`src/hw/rtl/vector_error_metric_accumulator_core_macros.svh`:
```
// Assertion macros for the vector error metric accumulator.
`ifndef VECTOR_ERROR_METRIC_ACCUMULATOR_CORE_MACROS_SVH
`define VECTOR_ERROR_METRIC_ACCUMULATOR_CORE_MACROS_SVH

// Check a property on every clock edge outside reset.
`define VEMA_ASSERT(lbl, prop, msg) \
    lbl: assert property (@(posedge clk) disable iff (!rst_n) prop) else $error(msg);

// Check a property on every clock edge, reset included.
`define VEMA_ASSERT_ALWAYS(lbl, prop, msg) \
    lbl: assert property (@(posedge clk) prop) else $error(msg);

`endif

```
`src/hw/rtl/vema_pkg.sv`:
```
// Shared types and constants of the vector error metric accumulator.
package vema_pkg;

    localparam int COUNT_BITS_DEF = 16;
    localparam int FRAC_BITS_DEF  = 16;
    localparam int COMP_W         = 24;
    localparam int ITEM_W         = 6 * COMP_W + 1;
    localparam int SQ_W           = 50;
    localparam int ROOT_W         = 25;
    localparam int QDEPTH         = 2;
    localparam int FLOOR_W        = 16;

    typedef enum logic [3:0] {
        S_IDLE,
        S_MUL,
        S_SQ_E,
        S_SQ_M,
        S_ACC,
        S_DIVE_GO,
        S_DIVE_WAIT,
        S_DIVM_GO,
        S_DIVM_WAIT,
        S_DIVR_GO,
        S_DIVR_WAIT,
        S_OUT
    } back_state_t;

    typedef struct packed {
        logic busy;
        logic done;
    } div_stat_t;

endpackage

```
`src/hw/rtl/vema_queue.sv`:
```
// Item queue between the accepting front and the compute back end.
module vema_queue (
    input  logic                          clk,
    input  logic                          rst_n,
    input  logic                          push,
    input  logic [vema_pkg::ITEM_W-1:0]   push_data,
    output logic                          full,
    input  logic                          pop,
    output logic                          empty,
    output logic [vema_pkg::ITEM_W-1:0]   head
);
    localparam int PW = $clog2(vema_pkg::QDEPTH);

    logic [vema_pkg::ITEM_W-1:0] mem [vema_pkg::QDEPTH];
    logic [PW-1:0] wr_ptr_reg, wr_ptr_next;
    logic [PW-1:0] rd_ptr_reg, rd_ptr_next;
    logic [PW:0]   fill_reg, fill_next;

    assign full  = (fill_reg == (PW+1)'(vema_pkg::QDEPTH));
    assign empty = (fill_reg == '0);
    assign head  = mem[rd_ptr_reg];

    always_comb
    begin
        wr_ptr_next = wr_ptr_reg;
        rd_ptr_next = rd_ptr_reg;
        fill_next   = fill_reg;
        if (push && !full)
        begin
            wr_ptr_next = (wr_ptr_reg == PW'(vema_pkg::QDEPTH - 1)) ? '0 : wr_ptr_reg + 1'b1;
        end
        if (pop && !empty)
        begin
            rd_ptr_next = (rd_ptr_reg == PW'(vema_pkg::QDEPTH - 1)) ? '0 : rd_ptr_reg + 1'b1;
        end
        if ((push && !full) && !(pop && !empty))
        begin
            fill_next = fill_reg + 1'b1;
        end
        else if (!(push && !full) && (pop && !empty))
        begin
            fill_next = fill_reg - 1'b1;
        end
    end

    always_ff @(posedge clk or negedge rst_n)
    begin
        if (!rst_n)
        begin
            wr_ptr_reg <= '0;
            rd_ptr_reg <= '0;
            fill_reg   <= '0;
        end
        else
        begin
            wr_ptr_reg <= wr_ptr_next;
            rd_ptr_reg <= rd_ptr_next;
            fill_reg   <= fill_next;
        end
    end

    always_ff @(posedge clk)
    begin
        if (push && !full)
        begin
            mem[wr_ptr_reg] <= push_data;
        end
    end

endmodule

```
`src/hw/rtl/vema_div.sv`:
```
// Restoring divider, one quotient bit per cycle.
module vema_div #(
    parameter int NW = 42,
    parameter int DW = 24
) (
    input  logic                  clk,
    input  logic                  rst_n,
    input  logic                  start,
    input  logic [NW-1:0]         numer,
    input  logic [DW-1:0]         denom,
    output vema_pkg::div_stat_t   stat,
    output logic [NW-1:0]         quot
);
    localparam int CW = $clog2(NW + 1);

    logic [NW-1:0] q_reg, q_next;
    logic [DW-1:0] rem_reg, rem_next;
    logic [DW-1:0] d_reg;
    logic [CW-1:0] cnt_reg, cnt_next;
    logic          busy_reg, busy_next;
    logic          done_reg, done_next;
    logic [DW:0]   sh;
    logic          ge;

    assign sh   = {rem_reg, q_reg[NW-1]};
    assign ge   = (sh >= {1'b0, d_reg});
    assign quot = q_reg;
    assign stat = '{busy: busy_reg, done: done_reg};

    always_comb
    begin
        q_next    = q_reg;
        rem_next  = rem_reg;
        cnt_next  = cnt_reg;
        busy_next = busy_reg;
        done_next = 1'b0;
        if (start)
        begin
            q_next    = numer;
            rem_next  = '0;
            cnt_next  = CW'(NW);
            busy_next = 1'b1;
        end
        else if (busy_reg)
        begin
            rem_next = ge ? DW'(sh - {1'b0, d_reg}) : sh[DW-1:0];
            q_next   = {q_reg[NW-2:0], ge};
            cnt_next = cnt_reg - 1'b1;
            if (cnt_reg == CW'(1))
            begin
                busy_next = 1'b0;
                done_next = 1'b1;
            end
        end
    end

    always_ff @(posedge clk or negedge rst_n)
    begin
        if (!rst_n)
        begin
            cnt_reg  <= '0;
            busy_reg <= 1'b0;
            done_reg <= 1'b0;
        end
        else
        begin
            cnt_reg  <= cnt_next;
            busy_reg <= busy_next;
            done_reg <= done_next;
        end
    end

    always_ff @(posedge clk)
    begin
        q_reg   <= q_next;
        rem_reg <= rem_next;
        if (start)
        begin
            d_reg <= denom;
        end
    end

endmodule

```
`src/hw/rtl/vema_back.sv`:
```
// Back end: lengths, accumulation, run-end divisions and result register.
`include "vector_error_metric_accumulator_core_macros.svh"
module vema_back #(
    parameter int COUNT_BITS = vema_pkg::COUNT_BITS_DEF,
    parameter int FRAC_BITS  = vema_pkg::FRAC_BITS_DEF
) (
    input  logic                          clk,
    input  logic                          rst_n,
    input  logic                          q_empty,
    input  logic [vema_pkg::ITEM_W-1:0]   q_head,
    output logic                          q_pop,
    input  logic [vema_pkg::FLOOR_W-1:0]  floor_val,
    output logic                          out_valid,
    input  logic                          out_ready,
    output logic [16:0]                   pair_count,
    output logic [24:0]                   mean_error,
    output logic [24:0]                   peak_error,
    output logic [23:0]                   mean_magnitude,
    output logic [31:0]                   ratio_error,
    output logic                          overflow
);
    localparam int CNT_W  = COUNT_BITS + 1;
    localparam int ESUM_W = 25 + CNT_W;
    localparam int MSUM_W = 24 + CNT_W;
    localparam int RNUM_W = 25 + FRAC_BITS;
    localparam int NW     = (ESUM_W > RNUM_W) ? ESUM_W : RNUM_W;
    localparam int DW     = (CNT_W > 24) ? CNT_W : 24;
    localparam int CW     = vema_pkg::COMP_W;
    localparam int SQ_W   = vema_pkg::SQ_W;
    localparam int RT_W   = vema_pkg::ROOT_W;
    localparam logic [CNT_W-1:0] BOUND = {1'b1, {COUNT_BITS{1'b0}}};

    vema_pkg::back_state_t state_reg, state_next;

    logic [vema_pkg::ITEM_W-1:0] item_reg;
    logic [2:0]        mul_cnt_reg;
    logic [49:0]       prod_reg;
    logic [SQ_W-1:0]   esq_reg, msq_reg, rad_reg;
    logic [RT_W-1:0]   root_reg;
    logic [27:0]       rem_reg;
    logic [4:0]        step_reg;
    logic [RT_W-1:0]   err_len_reg;
    logic [23:0]       mag_len_reg;
    logic [ESUM_W-1:0] esum_reg;
    logic [MSUM_W-1:0] msum_reg;
    logic [24:0]       peak_reg;
    logic [CNT_W-1:0]  cnt_reg;
    logic              ovf_reg;
    logic [24:0]       mean_e_reg;
    logic [23:0]       mean_m_reg;
    logic [31:0]       ratio_reg;
    logic              out_valid_reg;
    logic [16:0]       o_cnt_reg;
    logic [24:0]       o_mean_e_reg, o_peak_reg;
    logic [23:0]       o_mean_m_reg;
    logic [31:0]       o_ratio_reg;
    logic              o_ovf_reg;

    logic              div_start;
    logic [NW-1:0]     div_numer;
    logic [DW-1:0]     div_denom;
    vema_pkg::div_stat_t div_stat;
    logic [NW-1:0]     div_quot;

    logic signed [CW:0] op_s;
    logic [24:0]        op_abs;
    logic [27:0]        rem_sh, trial, rem_n;
    logic               sq_ge;
    logic [RT_W-1:0]    root_n;
    logic               at_bound;
    logic               is_last;

    logic [ESUM_W+NW-1:0] esum_ext;
    logic [MSUM_W+NW-1:0] msum_ext;
    logic [RNUM_W+NW-1:0] rnum_ext;
    logic [CNT_W+DW-1:0]  cnt_ext;
    logic [CNT_W+16:0]    cnt_out_ext;

    assign at_bound = (cnt_reg == BOUND);
    assign is_last  = item_reg[vema_pkg::ITEM_W-1];

    always_comb
    begin
        if (mul_cnt_reg < 3'd3)
        begin
            op_s = $signed({item_reg[mul_cnt_reg*CW + CW-1], item_reg[mul_cnt_reg*CW +: CW]})
                 - $signed({item_reg[(mul_cnt_reg+3)*CW + CW-1],
                            item_reg[(mul_cnt_reg+3)*CW +: CW]});
        end
        else
        begin
            op_s = $signed({item_reg[mul_cnt_reg*CW + CW-1], item_reg[mul_cnt_reg*CW +: CW]});
        end
        op_abs = op_s[CW] ? 25'(-op_s) : 25'(op_s);
    end

    assign rem_sh = {rem_reg[25:0], rad_reg[SQ_W-1 -: 2]};
    assign trial  = {1'b0, root_reg, 2'b01};
    assign sq_ge  = (rem_sh >= trial);
    assign rem_n  = sq_ge ? (rem_sh - trial) : rem_sh;
    assign root_n = {root_reg[RT_W-2:0], sq_ge};

    assign esum_ext    = {{NW{1'b0}}, esum_reg};
    assign msum_ext    = {{NW{1'b0}}, msum_reg};
    assign rnum_ext    = {{NW{1'b0}}, mean_e_reg, {FRAC_BITS{1'b0}}};
    assign cnt_ext     = {{DW{1'b0}}, cnt_reg};
    assign cnt_out_ext = {17'b0, cnt_reg};

    always_comb
    begin
        unique case (state_reg)
            vema_pkg::S_DIVM_GO: div_numer = msum_ext[NW-1:0];
            vema_pkg::S_DIVR_GO: div_numer = rnum_ext[NW-1:0];
            default:             div_numer = esum_ext[NW-1:0];
        endcase
        div_denom = (state_reg == vema_pkg::S_DIVR_GO) ? DW'(mean_m_reg) : cnt_ext[DW-1:0];
    end

    vema_div #(
        .NW (NW),
        .DW (DW)
    ) u_div (
        .clk   (clk),
        .rst_n (rst_n),
        .start (div_start),
        .numer (div_numer),
        .denom (div_denom),
        .stat  (div_stat),
        .quot  (div_quot)
    );

    always_comb
    begin
        state_next = state_reg;
        unique case (state_reg)
            vema_pkg::S_IDLE:
            begin
                if (!q_empty)
                begin
                    if (cnt_reg != BOUND)
                    begin
                        state_next = vema_pkg::S_MUL;
                    end
                    else if (q_head[vema_pkg::ITEM_W-1])
                    begin
                        state_next = vema_pkg::S_DIVE_GO;
                    end
                end
            end
            vema_pkg::S_MUL:
            begin
                if (mul_cnt_reg == 3'd6)
                begin
                    state_next = vema_pkg::S_SQ_E;
                end
            end
            vema_pkg::S_SQ_E:
            begin
                if (step_reg == 5'(RT_W - 1))
                begin
                    state_next = vema_pkg::S_SQ_M;
                end
            end
            vema_pkg::S_SQ_M:
            begin
                if (step_reg == 5'(RT_W - 1))
                begin
                    state_next = vema_pkg::S_ACC;
                end
            end
            vema_pkg::S_ACC:
            begin
                state_next = is_last ? vema_pkg::S_DIVE_GO : vema_pkg::S_IDLE;
            end
            vema_pkg::S_DIVE_GO:   state_next = vema_pkg::S_DIVE_WAIT;
            vema_pkg::S_DIVE_WAIT:
            begin
                if (div_stat.done)
                begin
                    state_next = vema_pkg::S_DIVM_GO;
                end
            end
            vema_pkg::S_DIVM_GO:   state_next = vema_pkg::S_DIVM_WAIT;
            vema_pkg::S_DIVM_WAIT:
            begin
                if (div_stat.done)
                begin
                    state_next = (24'(div_quot) > 24'(floor_val)) ?
                                 vema_pkg::S_DIVR_GO : vema_pkg::S_OUT;
                end
            end
            vema_pkg::S_DIVR_GO:   state_next = vema_pkg::S_DIVR_WAIT;
            vema_pkg::S_DIVR_WAIT:
            begin
                if (div_stat.done)
                begin
                    state_next = vema_pkg::S_OUT;
                end
            end
            vema_pkg::S_OUT:
            begin
                if (!out_valid_reg)
                begin
                    state_next = vema_pkg::S_IDLE;
                end
            end
            default: state_next = vema_pkg::S_IDLE;
        endcase
    end

    always_comb
    begin
        q_pop     = (state_reg == vema_pkg::S_IDLE) && !q_empty;
        div_start = (state_reg == vema_pkg::S_DIVE_GO) || (state_reg == vema_pkg::S_DIVM_GO)
                 || (state_reg == vema_pkg::S_DIVR_GO);
    end

    always_ff @(posedge clk or negedge rst_n)
    begin
        if (!rst_n)
        begin
            state_reg     <= vema_pkg::S_IDLE;
            esum_reg      <= '0;
            msum_reg      <= '0;
            peak_reg      <= '0;
            cnt_reg       <= '0;
            ovf_reg       <= 1'b0;
            out_valid_reg <= 1'b0;
        end
        else
        begin
            state_reg <= state_next;
            if (out_valid_reg && out_ready)
            begin
                out_valid_reg <= 1'b0;
            end
            if (q_pop && at_bound)
            begin
                ovf_reg <= 1'b1;
            end
            if (state_reg == vema_pkg::S_ACC)
            begin
                esum_reg <= esum_reg + ESUM_W'(err_len_reg);
                msum_reg <= msum_reg + MSUM_W'(mag_len_reg);
                if (err_len_reg > peak_reg)
                begin
                    peak_reg <= err_len_reg;
                end
                cnt_reg <= cnt_reg + 1'b1;
            end
            if ((state_reg == vema_pkg::S_OUT) && !out_valid_reg)
            begin
                out_valid_reg <= 1'b1;
                esum_reg      <= '0;
                msum_reg      <= '0;
                peak_reg      <= '0;
                cnt_reg       <= '0;
                ovf_reg       <= 1'b0;
            end
        end
    end

    always_ff @(posedge clk)
    begin
        case (state_reg) inside
            vema_pkg::S_IDLE:
            begin
                item_reg    <= q_head;
                mul_cnt_reg <= '0;
                esq_reg     <= '0;
                msq_reg     <= '0;
                ratio_reg   <= '0;
            end
            vema_pkg::S_MUL:
            begin
                prod_reg    <= op_abs * op_abs;
                mul_cnt_reg <= mul_cnt_reg + 1'b1;
                if (mul_cnt_reg >= 3'd1 && mul_cnt_reg <= 3'd3)
                begin
                    esq_reg <= esq_reg + prod_reg;
                end
                else if (mul_cnt_reg >= 3'd4)
                begin
                    msq_reg <= msq_reg + prod_reg;
                end
                if (mul_cnt_reg == 3'd6)
                begin
                    rad_reg  <= esq_reg;
                    rem_reg  <= '0;
                    root_reg <= '0;
                    step_reg <= '0;
                end
            end
            vema_pkg::S_SQ_E, vema_pkg::S_SQ_M:
            begin
                rad_reg  <= rad_reg << 2;
                rem_reg  <= rem_n;
                root_reg <= root_n;
                step_reg <= step_reg + 1'b1;
                if (step_reg == 5'(RT_W - 1))
                begin
                    rad_reg  <= msq_reg;
                    rem_reg  <= '0;
                    root_reg <= '0;
                    step_reg <= '0;
                    if (state_reg == vema_pkg::S_SQ_E)
                    begin
                        err_len_reg <= root_n;
                    end
                    else
                    begin
                        mag_len_reg <= root_n[23:0];
                    end
                end
            end
            vema_pkg::S_DIVE_WAIT:
            begin
                if (div_stat.done)
                begin
                    mean_e_reg <= div_quot[24:0];
                end
            end
            vema_pkg::S_DIVM_WAIT:
            begin
                if (div_stat.done)
                begin
                    mean_m_reg <= div_quot[23:0];
                end
            end
            vema_pkg::S_DIVR_WAIT:
            begin
                if (div_stat.done)
                begin
                    ratio_reg <= (div_quot[NW-1:32] != '0) ? '1 : div_quot[31:0];
                end
            end
            vema_pkg::S_OUT:
            begin
                if (!out_valid_reg)
                begin
                    o_cnt_reg    <= cnt_out_ext[16:0];
                    o_mean_e_reg <= mean_e_reg;
                    o_peak_reg   <= peak_reg;
                    o_mean_m_reg <= mean_m_reg;
                    o_ratio_reg  <= ratio_reg;
                    o_ovf_reg    <= ovf_reg;
                end
            end
            default:
            begin
            end
        endcase
    end

    assign out_valid      = out_valid_reg;
    assign pair_count     = o_cnt_reg;
    assign mean_error     = o_mean_e_reg;
    assign peak_error     = o_peak_reg;
    assign mean_magnitude = o_mean_m_reg;
    assign ratio_error    = o_ratio_reg;
    assign overflow       = o_ovf_reg;

    `VEMA_ASSERT(a_cnt_bound, (cnt_reg <= BOUND), "pair count past bound")
    `VEMA_ASSERT(a_ovf_at_bound, (ovf_reg |-> at_bound), "overflow below bound")
    `VEMA_ASSERT(a_div_idle, (div_start |-> !div_stat.busy), "divider restarted while busy")
    `VEMA_ASSERT(a_emit, ((state_reg == vema_pkg::S_OUT && !out_valid_reg) |=> out_valid_reg),
        "result not posted")

endmodule

```
`src/hw/rtl/vector_error_metric_accumulator_core.sv`:
```
// Top level of the vector error metric accumulator.
// Each accepted pair passes through the back end in order: it is taken from the queue, then
// goes through one shared 25x25 squarer, then two 25-step square roots on one shared
// root unit, then an accumulate step. A pair that arrives once the run already holds
// 2^COUNT_BITS pairs is dropped. A pair marking the end of a run adds two
// passes of a shared one-bit-per-cycle divider, and a third when the mean magnitude is
// above the floor register, and a final state to post the result. A two-entry queue
// takes pairs while the back end works, and the next run starts while a posted result
// waits to be taken.
module vector_error_metric_accumulator_core #(
    parameter int COUNT_BITS = vema_pkg::COUNT_BITS_DEF,
    parameter int FRAC_BITS  = vema_pkg::FRAC_BITS_DEF
) (
    input  logic          clk,
    input  logic          rst_n,
    input  logic          cfg_valid,
    output logic          cfg_ready,
    input  logic [15:0]   cfg_data,
    input  logic          s_tvalid,
    output logic          s_tready,
    // measured_x, measured_y, measured_z, reference_x, reference_y, reference_z
    input  logic [143:0]  s_tdata,
    input  logic          s_tlast,
    output logic          m_tvalid,
    input  logic          m_tready,
    // pair_count, mean_error, peak_error, mean_magnitude, ratio_error, zero fill
    output logic [127:0]  m_tdata,
    // overflow
    output logic          m_tuser
);
    logic [vema_pkg::FLOOR_W-1:0] floor_reg;
    logic                         q_full, q_empty, q_pop;
    logic [vema_pkg::ITEM_W-1:0]  q_head;
    logic [16:0] pair_count;
    logic [24:0] mean_error, peak_error;
    logic [23:0] mean_magnitude;
    logic [31:0] ratio_error;

    assign cfg_ready = 1'b1;
    assign s_tready  = !q_full;

    always_ff @(posedge clk or negedge rst_n)
    begin
        if (!rst_n)
        begin
            floor_reg <= '0;
        end
        else if (cfg_valid)
        begin
            floor_reg <= cfg_data;
        end
    end

    vema_queue u_queue (
        .clk       (clk),
        .rst_n     (rst_n),
        .push      (s_tvalid),
        .push_data ({s_tlast, s_tdata}),
        .full      (q_full),
        .pop       (q_pop),
        .empty     (q_empty),
        .head      (q_head)
    );

    vema_back #(
        .COUNT_BITS (COUNT_BITS),
        .FRAC_BITS  (FRAC_BITS)
    ) u_back (
        .clk            (clk),
        .rst_n          (rst_n),
        .q_empty        (q_empty),
        .q_head         (q_head),
        .q_pop          (q_pop),
        .floor_val      (floor_reg),
        .out_valid      (m_tvalid),
        .out_ready      (m_tready),
        .pair_count     (pair_count),
        .mean_error     (mean_error),
        .peak_error     (peak_error),
        .mean_magnitude (mean_magnitude),
        .ratio_error    (ratio_error),
        .overflow       (m_tuser)
    );

    assign m_tdata = {5'b0, ratio_error, mean_magnitude, peak_error, mean_error, pair_count};

endmodule
```
`config.mk`:
```
export PLATFORM = sky130hd
export DESIGN_NAME = vector_error_metric_accumulator_core
export DESIGN_NICKNAME = d
export VERILOG_FILES = /design/src/hw/rtl/vema_pkg.sv /design/src/hw/rtl/vema_queue.sv /design/src/hw/rtl/vema_div.sv /design/src/hw/rtl/vema_back.sv /design/src/hw/rtl/vector_error_metric_accumulator_core.sv
export VERILOG_INCLUDE_DIRS = /design/src /design/src/hw/rtl
export SDC_FILE = /design/constraint.sdc
export NUM_CORES = 2
export LEC_CHECK = 0
export ABC_AREA = 1
export BUFFER_PORTS_ARGS = -buffer_cell sky130_fd_sc_hd__buf_4
export CELL_PAD_IN_SITES_DETAIL_PLACEMENT = 1
export CELL_PAD_IN_SITES_GLOBAL_PLACEMENT = 1
export CORE_MARGIN = 2
export CORE_UTILIZATION = 49
export CTS_CLUSTER_DIAMETER = 80
export DETAILED_ROUTE_END_ITERATION = 12
export PLACE_DENSITY = 0.88
export RECOVER_POWER = 25
export REMOVE_ABC_BUFFERS = 1
export SETUP_SLACK_MARGIN = 0.15
export SYNTH_ARGS = -nofsm -noshare
export SYNTH_HDL_FRONTEND = slang
export SYNTH_HIERARCHICAL = 1
export SYNTH_SLANG_ARGS = --single-unit
```
`constraint.sdc`:
```
create_clock -name clk -period 13.7 [get_ports clk]
set_input_delay 2.74 -clock clk [delete_from_list [all_inputs] [get_ports clk]]
set_output_delay 2.74 -clock clk [all_outputs]
set_load 0.03 [all_outputs]
```
==> PnR_summary.wiki <==
{| class="wikitable"
! Metric !! Value
|-
| Cell class contributing the biggest share of worst-path delay || adder cells
|-
| Dpl ws || 1.304 ns
|-
| Final setup margin || 1.140 ns
|-
| Period Utilization, post-route || 91.68%
|-
| R2r startpoint || u_back/mul_cnt_reg[1]
|-
| Total number of H-tree levels || 4
|-
| Number of gates resized after CTS || 0
|-
| Number of cells on the worst hold path || 0
|-
| Worst Hold Path EP || u_back/ratio_error[14]
|-
| Worst Reg-to-Reg Cells || 45
|-
| Met3 Routed Length || 16050 µm
|-
| Highest layer used for signal routing || met5
|-
| Reg2Reg Setup Slack || 1.14 ns
|-
| Crit path largest cell delay || 0.89 ns
|-
| Clock insertion delay at the later pin of the skew report || 0.83 ns
|-
| Layout overhead on the synthesized area || 10.65%
|-
| Maximum achievable frequency || 79.61 MHz
|-
| Max reg flops || 290
|-
| Slew HR || -104.4%
|-
| Critical Path AT || 13.10 ns
|-
| Clk slew on worst S/H paths || 0.06 ns
|-
| Clock Skew || 0.04315 ns
|-
| Fillers || 18910
|-
| Clock sink count || 1196
|-
| Total wire length after detailed routing || 266600 µm
|-
| Floorplan Core Area || 162400 µm²
|-
| Max Cap Violations || 5
|-
| Maximum net fanout on the critical path || 38
|-
| Pins over their slew limit || 196
|-
| Number of warnings issued by yosys || 6
|-
| 1st-pass router iterations || 5
|-
| Post-layout min period || 12.56 ns
|-
| Hold path start || u_back/ratio_reg[14]
|-
| Total Die Area || 166300 µm²
|-
| Synthesized cell area || 79910 µm²
|-
| Cell with the biggest individual delay on the critical path || sky130_fd_sc_hd__nand2_1
|-
| Final count of hold timing violations || 0
|-
| WL/cell || 23.07 µm
|-
| Final setup TNS || 0 ns
|-
| Setup repair after global routing missed its margin || false
|-
| Share of cells above drive strength 1 || 7.111%
|-
| Count of hold-fix buffers inserted at cts || 0
|-
| Required @ worst endpoint || 14.24 ns
|-
| Most Frequent Cell on Critical Path || sky130_fd_sc_hd__nand2_1
|-
| Final core utilization || 54.44%
|-
| Count of input and output buffers || 291
|-
| M1 WL || 102900 µm
|-
| Pin count of the biggest net entering global routing || 136
|-
| Kind of capture point of the worst setup path || flip-flop
|-
| Antenna violations before repair || 7
|-
| Leftover overflow at the end of global routing || 0
|-
| Number of vias after detailed routing || 65940
|-
| Buf/Inv on CP || 9
|-
| Worst slew pin tran || 3.066 ns
|-
| Category of the worst setup path launch point || flip-flop
|-
| Global routing usage summed across all routing layers || 31.97%
|-
| Inserted Clock Buffers || 137
|-
| NumNets Final || 10370
|-
| Final GP Congestion || 0.9316
|-
| CTS tree || built
|-
| Overall die height || 407.8 µm
|-
| Starting utilization of the core area || 49.20%
|-
| Violated checks || max-capacitance violations, max-slew violations
|-
| Endpoint of the lowest-slack register-to-register path || u_back/prod_reg[47]
|-
| Register area || 33530 µm²
|-
| Row cnt || 148
|-
| Via count of the first global-routing pass || 72820
|-
| Number of violations reported at the end of detailed-routing iteration 0 || 4902
|-
| Post-Synthesis Mean Instance Area || 8.862 µm²
|-
| Combined area of the multi-input logic cells || 38960 µm²
|-
| Routed Antenna Nets || 0
|-
| First-pass GRT wire length || 415600 µm
|-
| Detail-routed via count per cell || 5.704
|-
| Hold WC Path Type || flip-flop to flip-flop
|-
| Met2 wirelength from detailed routing || 133500 µm
|-
| Result of the run || finished with violations
|-
| Largest buffer count on any clock path || 3
|-
| Worst Path Class, Setup || flip-flop to flip-flop
|-
| Count of buffers added by post-CTS timing repair for setup || 0
|-
| Cell count after synthesis || 9017
|-
| Root cell of the clock tree || sky130_fd_sc_hd__clkbuf_16
|-
| Number of remaining DRC errors || 0
|-
| Final setup fails || 0
|-
| Final HPWL from detailed placement || 197000 µm
|-
| Chip width || 407.8 µm
|-
| Number of ports placed on the die boundary || 298
|}
==> metrics by stage <==
stage	instance area, µm²	hold slack, ns	cells
after floorplan	78500	0.4088	8784
after global placement	83940	0.4180	11300
after detailed placement	83940	0.4178	11300
after CTS	88700	0.4348	11560
after global routing	88420	0.4474	11560
final	88420	0.4391	11560
==> placed cells by master, fill, tap and decap left out, types with 25 or more instances in the layout <==
master                      count
sky130_fd_sc_hd__nand4_1       90
sky130_fd_sc_hd__inv_2         50
sky130_fd_sc_hd__fa_1         477
sky130_fd_sc_hd__nor2_2        33
sky130_fd_sc_hd__a21o_1        38
sky130_fd_sc_hd__nor2_1       765
sky130_fd_sc_hd__o21bai_1      26
sky130_fd_sc_hd__o21ai_0      440
sky130_fd_sc_hd__nand3_1      306
sky130_fd_sc_hd__o21ai_1       39
sky130_fd_sc_hd__nand2_1     2040
sky130_fd_sc_hd__o22ai_1      102
sky130_fd_sc_hd__dfrtp_1      159
sky130_fd_sc_hd__xor2_1        70
sky130_fd_sc_hd__clkbuf_16    140
sky130_fd_sc_hd__buf_4        221
sky130_fd_sc_hd__clkbuf_4      46
sky130_fd_sc_hd__inv_1       1564
sky130_fd_sc_hd__a21oi_1      530
sky130_fd_sc_hd__dfxtp_1      157
sky130_fd_sc_hd__nor3_1        67
sky130_fd_sc_hd__nand2_2       31
sky130_fd_sc_hd__edfxtp_1     878
sky130_fd_sc_hd__o211ai_1      96
sky130_fd_sc_hd__nand3b_1      34
sky130_fd_sc_hd__a31oi_1       41
sky130_fd_sc_hd__clkbuf_1     105
sky130_fd_sc_hd__conb_1        25
sky130_fd_sc_hd__xnor2_1       61
sky130_fd_sc_hd__ha_1         464
==> final cells by class <==
type	instances	area share, %
repair buffers	344	2.621
diodes	4	0.01132
well taps	2175	3.078
multi-input cells	5963	44.07
inverters	1625	6.918
clock inverters	70	1.105
flip-flops and latches	1196	37.92
clock buffers	182	4.276
==> worst register-to-register path, delay by kind of cell (launching register included) <==
kind,cells,cell delay [ns]
flip-flops,1,0.32
AO/OA/AOI/OAI,12,2.30
AND/OR/NAND/NOR,15,3.11
adder cells (fa/ha/maj),9,4.39
buffers and inverters,9,2.21
==> metal layers <==
metal	GRT usage (%)	vias to the layer above
met5	0	-
met4	15.66	4
met3	4.577	765
met2	56.49	2495
met1	38.14	32940
li1	-	29740
==> how the worst max path moves through the flow <==
stage | to | start | cells past startpoint
3_3_place_gp | u_back/prod_reg[43] | u_back/mul_cnt_reg[1] | 45
4_1_cts | u_back/prod_reg[47] | u_back/mul_cnt_reg[1] | 45
5_1_grt | u_back/prod_reg[43] | u_back/mul_cnt_reg[1] | 45
3_5_place_dp | u_back/prod_reg[47] | u_back/mul_cnt_reg[1] | 45
2_1_floorplan | u_queue/fill_reg[1] | u_back/state_reg[2] | 11
6_report | u_back/prod_reg[47] | u_back/mul_cnt_reg[1] | 45
Power is not shown: default switching activity piles up to over one toggle a cycle in this logic, so the estimate is an artifact.
